[config.mk]
export PLATFORM = sky130hd
export DESIGN_NAME = counter_lru_page_replacement_core
export DESIGN_NICKNAME = d
export VERILOG_FILES = /design/src/design/clru_pkg.sv /design/src/design/counter_lru_page_replacement_core.sv /design/src/design/clru_ctrl.sv /design/src/design/clru_dpath.sv
export SDC_FILE = /design/constraint.sdc
export NUM_CORES = 1
export LEC_CHECK = 0
export ABC_AREA = 1
export BUFFER_PORTS_ARGS = -buffer_cell sky130_fd_sc_hd__buf_2
export CAP_MARGIN = 5
export CORE_MARGIN = 1
export CORE_UTILIZATION = 45
export CTS_CLUSTER_SIZE = 8
export DETAILED_ROUTE_END_ITERATION = 6
export GPL_TIMING_DRIVEN = 0
export PLACE_DENSITY = 0.66
export SYNTH_ARGS = -nofsm -noshare
export SYNTH_HDL_FRONTEND = slang
export SYNTH_SLANG_ARGS = --single-unit
export TNS_END_PERCENT = 50
[constraint.sdc]
create_clock -name clk -period 10 [get_ports clk]
set_clock_uncertainty 0.15 [all_clocks]
set_input_delay 1 -clock clk [delete_from_list [all_inputs] [get_ports clk]]
set_output_delay 1 -clock clk [all_outputs]
set_load 0.02 [all_outputs]
[src/design/clru_pkg.sv]
// Shared types and fixed widths for the LRU page replacement core.
package clru_pkg;

	localparam int CFG_W     = 5;
	localparam int FAULT_W   = 32;
	localparam int IDX_OUT_W = 4;

	localparam logic [CFG_W-1:0]   FRAMES_RESET = 5'd16;
	localparam logic [FAULT_W-1:0] FAULT_MAX    = '1;

	typedef enum logic [1:0] {
		ST_IDLE,
		ST_SCAN,
		ST_DRAIN,
		ST_DECIDE
	} clru_state_t;

	typedef struct packed {
		logic start;
		logic scan;
		logic commit;
	} clru_cmd_t;

	typedef struct packed {
		logic scan_last;
		logic out_free;
	} clru_stat_t;

endpackage

[src/design/counter_lru_page_replacement_core.sv]
// Top level of the timestamp LRU page replacement core.
//
//  channel | signals                                  | direction | transaction when
//  --------+------------------------------------------+-----------+---------------------------
//  in      | in_valid, in_stall, page_number          | in        | in_valid && !in_stall
//  out     | out_valid, out_stall, fault, frame_index,| out       | out_valid && !out_stall
//          | evicted_valid, evicted_page, fault_total |           |
//  cfg     | cfg_valid, cfg_ready, cfg_data           | in        | cfg_valid && cfg_ready
//
// An access is accepted, then the n frames in use (n being the clamped frame count)
// are read in a serial scan through the single read port of the frame stores, the
// registered read is drained, and the result is decided and committed.
// Reset clears the valid bits and both counters; no clearing pass is needed.
// A stalled result waits in the output register; the next transaction is accepted
// meanwhile, and its commit holds until that result is taken.
module counter_lru_page_replacement_core
	import clru_pkg::*;
#(
	parameter int FRAMES     = 16,
	parameter int PAGE_BITS  = 20,
	parameter int STAMP_BITS = 32
) (
	input  logic                 clk,
	input  logic                 arst_n,
	// configuration write
	input  logic                 cfg_valid,
	output logic                 cfg_ready,
	input  logic [CFG_W-1:0]     cfg_data,
	// access in
	input  logic                 in_valid,
	output logic                 in_stall,
	input  logic [PAGE_BITS-1:0] page_number,
	// result out
	output logic                 out_valid,
	input  logic                 out_stall,
	output logic                 fault,
	output logic [IDX_OUT_W-1:0] frame_index,
	output logic                 evicted_valid,
	output logic [PAGE_BITS-1:0] evicted_page,
	output logic [FAULT_W-1:0]   fault_total
);

	clru_cmd_t  cmd;
	clru_stat_t stat;

	// The user must write configuration only while idle; the block does not enforce this and takes every write at once.
	assign cfg_ready = 1'b1;

	// Sequence each access: accept, scan, drain, decide.
	clru_ctrl u_ctrl (
		.clk      (clk),
		.arst_n   (arst_n),
		.in_valid (in_valid),
		.in_stall (in_stall),
		.stat     (stat),
		.cmd      (cmd)
	);

	// Hold frames and counters; track hit, first empty and oldest stamp.
	clru_dpath #(
		.FRAMES     (FRAMES),
		.PAGE_BITS  (PAGE_BITS),
		.STAMP_BITS (STAMP_BITS)
	) u_dpath (
		.clk           (clk),
		.arst_n        (arst_n),
		.cmd           (cmd),
		.stat          (stat),
		.cfg_we        (cfg_valid),
		.cfg_data      (cfg_data),
		.page_number   (page_number),
		.out_valid     (out_valid),
		.out_stall     (out_stall),
		.fault         (fault),
		.frame_index   (frame_index),
		.evicted_valid (evicted_valid),
		.evicted_page  (evicted_page),
		.fault_total   (fault_total)
	);

endmodule

[src/design/clru_ctrl.sv]
// Controller state machine: accept, frame scan, drain, decide and commit.
module clru_ctrl
	import clru_pkg::*;
(
	input  logic       clk,
	input  logic       arst_n,
	input  logic       in_valid,
	output logic       in_stall,
	input  clru_stat_t stat,
	output clru_cmd_t  cmd
);

	clru_state_t state_q;
	clru_state_t state_d;

	always_ff @(posedge clk or negedge arst_n) begin
		if (!arst_n) begin
			state_q <= ST_IDLE;
		end else begin
			state_q <= state_d;
		end
	end

	always_comb begin
		state_d = state_q;
		unique case (state_q)
			ST_IDLE: begin
				if (in_valid) begin
					state_d = ST_SCAN;
				end
			end
			ST_SCAN: begin
				if (stat.scan_last) begin
					state_d = ST_DRAIN;
				end
			end
			ST_DRAIN: begin
				state_d = ST_DECIDE;
			end
			ST_DECIDE: begin
				if (stat.out_free) begin
					state_d = ST_IDLE;
				end
			end
			default: begin
				state_d = ST_IDLE;
			end
		endcase
	end

	always_comb begin
		in_stall   = (state_q != ST_IDLE);
		cmd.start  = (state_q == ST_IDLE) && in_valid;
		cmd.scan   = (state_q == ST_SCAN);
		cmd.commit = (state_q == ST_DECIDE) && stat.out_free;
	end

	a_accept_scan: assert property (@(posedge clk) disable iff (!arst_n)
		cmd.start |=> (state_q == ST_SCAN))
		else $error("accepted transaction did not start a scan");

	a_drain_decide: assert property (@(posedge clk) disable iff (!arst_n)
		(state_q == ST_DRAIN) |=> (state_q == ST_DECIDE))
		else $error("drain not followed by decide");

endmodule

[src/design/clru_dpath.sv]
// Datapath: frame stores, scan trackers, counters and result register.
module clru_dpath
	import clru_pkg::*;
#(
	parameter int FRAMES     = 16,
	parameter int PAGE_BITS  = 20,
	parameter int STAMP_BITS = 32
) (
	input  logic                 clk,
	input  logic                 arst_n,
	input  clru_cmd_t            cmd,
	output clru_stat_t           stat,
	input  logic                 cfg_we,
	input  logic [CFG_W-1:0]     cfg_data,
	input  logic [PAGE_BITS-1:0] page_number,
	output logic                 out_valid,
	input  logic                 out_stall,
	output logic                 fault,
	output logic [IDX_OUT_W-1:0] frame_index,
	output logic                 evicted_valid,
	output logic [PAGE_BITS-1:0] evicted_page,
	output logic [FAULT_W-1:0]   fault_total
);

	localparam int FW = (FRAMES > 1) ? $clog2(FRAMES) : 1;
	localparam int CW = $clog2(FRAMES + 1);
	localparam int NW = (CW > CFG_W) ? CW : CFG_W;
	localparam logic [STAMP_BITS-1:0] STAMP_MAX = '1;

	// frame stores
	logic [PAGE_BITS-1:0]  page_mem  [FRAMES];
	logic [STAMP_BITS-1:0] stamp_mem [FRAMES];
	logic [FRAMES-1:0]     valid_q;

	logic [CFG_W-1:0]      frames_cfg_q;
	logic [STAMP_BITS-1:0] access_q;
	logic [FAULT_W-1:0]    faults_q;
	logic [PAGE_BITS-1:0]  page_q;

	// scan
	logic [FW-1:0]         rd_addr_q;
	logic                  rd_en_s1;
	logic [FW-1:0]         rd_idx_s1;
	logic                  rd_valid_s1;
	logic [PAGE_BITS-1:0]  rd_page_s1;
	logic [STAMP_BITS-1:0] rd_stamp_s1;

	// trackers
	logic                  hit_q;
	logic [FW-1:0]         hit_idx_q;
	logic                  empty_q;
	logic [FW-1:0]         empty_idx_q;
	logic                  min_seen_q;
	logic [STAMP_BITS-1:0] min_stamp_q;
	logic [FW-1:0]         min_idx_q;
	logic [PAGE_BITS-1:0]  min_page_q;

	// result register
	logic                  out_valid_q;
	logic                  fault_q;
	logic [IDX_OUT_W-1:0]  frame_index_q;
	logic                  evicted_valid_q;
	logic [PAGE_BITS-1:0]  evicted_page_q;
	logic [FAULT_W-1:0]    fault_total_q;

	logic [NW-1:0]         n_ext;
	logic [NW-1:0]         n_eff;
	logic [FW-1:0]         last_idx;
	logic [FW-1:0]         slot;
	logic                  evict;
	logic [FAULT_W-1:0]    faults_next;

	// clamp the frame count: zero acts as one, above FRAMES acts as FRAMES
	always_comb begin
		n_ext = NW'(frames_cfg_q);
		priority if (n_ext == '0) begin
			n_eff = NW'(1);
		end else if (n_ext > NW'(FRAMES)) begin
			n_eff = NW'(FRAMES);
		end else begin
			n_eff = n_ext;
		end
		last_idx = FW'(n_eff - NW'(1));
	end

	always_comb begin
		evict = !hit_q && !empty_q;
		priority if (hit_q) begin
			slot = hit_idx_q;
		end else if (empty_q) begin
			slot = empty_idx_q;
		end else begin
			slot = min_idx_q;
		end
		faults_next = faults_q;
		if (!hit_q && (faults_q != FAULT_MAX)) begin
			faults_next = faults_q + FAULT_W'(1);
		end
	end

	assign stat.scan_last = cmd.scan && (rd_addr_q == last_idx);
	assign stat.out_free  = !out_valid_q || !out_stall;

	always_ff @(posedge clk or negedge arst_n) begin
		if (!arst_n) begin
			frames_cfg_q <= FRAMES_RESET;
		end else if (cfg_we) begin
			frames_cfg_q <= cfg_data;
		end
	end

	// memories: one write and one registered read each
	always_ff @(posedge clk) begin
		if (cmd.commit) begin
			stamp_mem[slot] <= access_q;
			if (!hit_q) begin
				page_mem[slot] <= page_q;
			end
		end
		rd_page_s1  <= page_mem[rd_addr_q];
		rd_stamp_s1 <= stamp_mem[rd_addr_q];
		rd_valid_s1 <= valid_q[rd_addr_q];
		rd_idx_s1   <= rd_addr_q;
	end

	always_ff @(posedge clk or negedge arst_n) begin
		if (!arst_n) begin
			valid_q     <= '0;
			access_q    <= '0;
			faults_q    <= '0;
			rd_addr_q   <= '0;
			rd_en_s1    <= 1'b0;
			hit_q       <= 1'b0;
			empty_q     <= 1'b0;
			min_seen_q  <= 1'b0;
			out_valid_q <= 1'b0;
		end else begin
			rd_en_s1 <= cmd.scan;
			if (cmd.start) begin
				rd_addr_q  <= '0;
				hit_q      <= 1'b0;
				empty_q    <= 1'b0;
				min_seen_q <= 1'b0;
			end else if (cmd.scan) begin
				rd_addr_q <= rd_addr_q + FW'(1);
			end
			if (rd_en_s1) begin
				if (!hit_q && rd_valid_s1 && (rd_page_s1 == page_q)) begin
					hit_q <= 1'b1;
				end
				if (!empty_q && !rd_valid_s1) begin
					empty_q <= 1'b1;
				end
				min_seen_q <= 1'b1;
			end
			if (cmd.commit) begin
				valid_q[slot] <= 1'b1;
				faults_q      <= faults_next;
				if (access_q != STAMP_MAX) begin
					access_q <= access_q + STAMP_BITS'(1);
				end
				out_valid_q <= 1'b1;
			end else if (!out_stall) begin
				out_valid_q <= 1'b0;
			end
		end
	end

	// tracker payload; flags above qualify it
	always_ff @(posedge clk) begin
		if (cmd.start) begin
			page_q <= page_number;
		end
		if (rd_en_s1) begin
			if (!hit_q && rd_valid_s1 && (rd_page_s1 == page_q)) begin
				hit_idx_q <= rd_idx_s1;
			end
			if (!empty_q && !rd_valid_s1) begin
				empty_idx_q <= rd_idx_s1;
			end
			if (!min_seen_q || (rd_stamp_s1 < min_stamp_q)) begin
				min_stamp_q <= rd_stamp_s1;
				min_idx_q   <= rd_idx_s1;
				min_page_q  <= rd_page_s1;
			end
		end
		if (cmd.commit) begin
			fault_q         <= !hit_q;
			frame_index_q   <= IDX_OUT_W'(slot);
			evicted_valid_q <= evict;
			evicted_page_q  <= evict ? min_page_q : '0;
			fault_total_q   <= faults_next;
		end
	end

	assign out_valid     = out_valid_q;
	assign fault         = fault_q;
	assign frame_index   = frame_index_q;
	assign evicted_valid = evicted_valid_q;
	assign evicted_page  = evicted_page_q;
	assign fault_total   = fault_total_q;

	a_commit_free: assert property (@(posedge clk) disable iff (!arst_n)
		cmd.commit |-> (!out_valid_q || !out_stall))
		else $error("result overwritten while stalled");

	a_slot_in_use: assert property (@(posedge clk) disable iff (!arst_n)
		cmd.commit |-> (slot <= last_idx))
		else $error("chosen frame outside the frames in use");

	a_addr_bound: assert property (@(posedge clk) disable iff (!arst_n)
		cmd.scan |-> (rd_addr_q <= last_idx))
		else $error("scan address past the last frame in use");

	a_evict_fault: assert property (@(posedge clk) disable iff (!arst_n)
		out_valid_q && evicted_valid_q |-> fault_q)
		else $error("eviction reported on a hit");

endmodule
==> results.md <==
* RSZ-0062 raised after global routing: false
* Share of cells above drive strength 1 at 11.9%
* Worst slew pin tran at 1440 ps
* Port Buffers at 88
* Synth warnings at 0
* Io pins at 91
* 1st-iter DRT viols at approximately 4200
* Routed wire per std cell at between 20 and 30 µm
* Final period utilization at 40.8%
* WP data required at 10280 ps
* Crit path time final at 4080 ps
* Final core utilization at 53.2%
* CTS clk-pin slew, worst paths at 50 ps
* Number of flops mapped to enable cells by yosys at 974
* Slew HR at between 3 and 4%
* FMAX at 245 MHz
* Mapped cell area at 45000 µm²
* Leak pwr at 18.2 nW
* CTS tree: built
* Post-synth cell types at 50
* Post-route ant nets at 0
* MaxCap Viol Count at 0
* Area of the die at 101000 µm²
* Fillers at 8162
* Slew Limit Fails at 0
* Die Ht at between 300 and 400 µm
* Synthesized net count at 3604
* Critical path class: reg -> reg
* Mapped Cells at between 3000 and 4000
* Multi-input logic area at 10900 µm²
* Post-synthesis area per instance at between 10 and 15 µm²
* All-layer global routing usage at 26.3%
* Setup crit start kind: flip-flop
* First-pass DRT Iterations at 7
* # resized after CTS at 0
* Post-detail-place hpwl at 88800 µm
* Yosys reg bits at 1127
* Crit end category: flip-flop
* Top_reg_cell synth: edfxtp_1
* Final setup vio count at 0
* Area delta synth->final at 16.8%
* Rows at 115
* Hold Path Class: in -> async
* Setup TNS at 0 ps
* GRT Residual Overflow at 0
* Largest net degree at the start of global routing at a little under 70
* Vias/cell at 5.89
* Initial antenna violation count at 2
* Core area at 98700 µm²
* Violated checks: DRC
* H-tree depth at 4
* Most frequent cells in the layout: edfxtp_1 (974), nor2_1 (547), o21ai_0 (455)
* Total CTS buffers at 159
* Max clock buf depth at 3
* Initial core utilization at roughly 46%
* Most common cell after layout, fill and taps aside: edfxtp_1
* Arr. time, crit path at around 4400 ps
* Vias in the first global route at slightly below 30000
* Final hold vios at 0
* FF/Latch Area at 32800 µm²
* VDD IR max at 185 µV
* Fin nets at 3890
* Crit Path Max Fanout at 21
* Root Buffer: clkbuf_16
* Synth async-reset ratio at between 8 and 9%
* Clock sinks at ~1100
* Post-synthesis sequential area ratio at roughly 73%
* Post-CTS Repair Setup Buffers at 0
* Worst-skew pair later-pin latency at 750 ps
* Final GP Congestion at just over 0.9
* Outcome: finished with violations
* Hold_buf cts at 0
* Vias at ~30000
* First-pass GRT wire length at 194000 µm
* # DRC at 7
* Total wire length at 135000 µm
* Die Wd at 318 µm
* Cell Pwr Density at 286 nW/µm²
per-layer routing:
metal | vias to the layer above | wire length, µm | GRT usage [%]
li1 | 13500 | - | -
met1 | 14900 | 53100 | 36.0
met2 | 1985 | 60600 | 40.1
met3 | 329 | 15500 | 6.25
met4 | 2 | 5570 | 11.5
met5 | - | 10 | 0
layout make-up:
type / count / area share, %
timing repair buffer: 125 / 2.13
multi-input combinational: 2044 / 20.7
clock inverter: 14 / 0.507
antenna: 4 / 0.0191
inverter: 163 / 1.17
sequential: 1127 / 62.4
tap: 1287 / 3.07
clock buffer: 253 / 8.31
buffer: 200 / 1.64
registers in the layout, summed over array words and instances, names as in the netlist, 5 cells and up:
name and flops:
u_dpath.stamp_mem 512, u_dpath.page_mem 320, u_dpath.access_q 32, u_dpath.fault_total 32, u_dpath.faults_q 32, u_dpath.min_stamp_q 32, u_dpath.rd_stamp_s1 32, u_dpath.evicted_page 20
u_dpath.min_page_q 20, u_dpath.page_q 20, u_dpath.rd_page_s1 20, u_dpath.valid_q 16, u_dpath.frames_cfg_q 5
kinds of logic (layout without fill, tap and decap cells):
family | Yosys count | count (layout) | share of synthesized area (%)
mux | 2 | 2 | 0.0501
flops | 1127 | 1127 | 72.9
compound gates | 778 | 778 | 10.8
buf+inv | 363 | 755 | 3.27
other cells | 1 | 5 | 0.00834
fa+ha+maj | 40 | 40 | 1.11
xor+xnor | 53 | 53 | 1.07
simple gates | 1170 | 1170 | 10.8
per-stage QoR:
step	power (mW)	instances	cell area, µm²	hold WS, ps	setup WS (ps)
finish	15.0	5217	52500	78.5	5920
global route	15.6	5214	52500	105	5830
CTS	15.0	5213	52500	70.2	5950
detailed placement	10.0	4946	47900	248	5380
global placement	9.90	4909	47000	243	2200
floorplan	8.28	3534	45000	195	5510
Yosys cell counts (2+ instances only):
cell type	number	area, µm²
edfxtp_1	974	29200
nor2_1	565	2120
o21ai_0	455	2280
nand2_1	379	1420
o221ai_1	179	1570
inv_1	148	556
clkbuf_1	133	499
nand3_1	112	561
dfrtp_1	95	2380
dfxtp_1	57	1140
buf_2	43	215
ha_1	40	500
o22ai_1	37	231
xor2_1	37	324
o211ai_1	30	225
nor3_1	29	145
a21oi_1	26	130
nand4_1	16	100
nor2_2	16	100
buf_1	15	56.3
xnor2_1	15	131
inv_2	14	52.6
o21ai_2	14	123
nand2_2	13	81.3
o21ai_1	12	60.1
a31oi_1	10	62.6
nand3b_1	8	60.1
or2_1	8	50.1
nor3_2	6	60.1
buf_6	5	56.3
nor2_4	5	56.3
or2_2	5	31.3
a22o_1	4	35.0
buf_4	4	30.0
nor4_1	4	25.0
o211ai_2	3	37.5
o21ai_4	3	48.8
and2_1	2	12.5
mux2_2	2	22.5
final timing paths:
check                      cells past startpoint                        to  slack (ps)                 start
max                                            8  u_dpath.stamp_mem[5][22]        5920     u_ctrl.state_q[0]
min                                            1       u_dpath.faults_q[1]          80                arst_n
max reg2reg                                    8  u_dpath.stamp_mem[5][22]        5920     u_ctrl.state_q[0]
min reg2reg                                    0      u_dpath.rd_idx_s1[3]         240  u_dpath.rd_addr_q[3]
max in group asynchronous                      2       u_dpath.valid_q[13]        8910                arst_n
min in group clk                               0      u_dpath.rd_idx_s1[3]         240  u_dpath.rd_addr_q[3]
where the power goes:
part           internal (mW)  total [mW]  switching [mW]  leakage [nW]
combinational          0.987        3.96            2.97          5.44
clock                   2.98        4.97            1.99          2.20
sequential              5.80        6.12           0.314          10.5
total                   9.77        15.0            5.28          18.2
critical path: stages (launching register included):
cell,delay (ps)
dfrtp_1,400
ha_1,160
inv_1,60
nor2_2,740
inv_1,430
buf_2,370
clkbuf_1,390
nor2_4,710
buf_12,280
No activity file was read; power rests on OpenSTA's default activity.
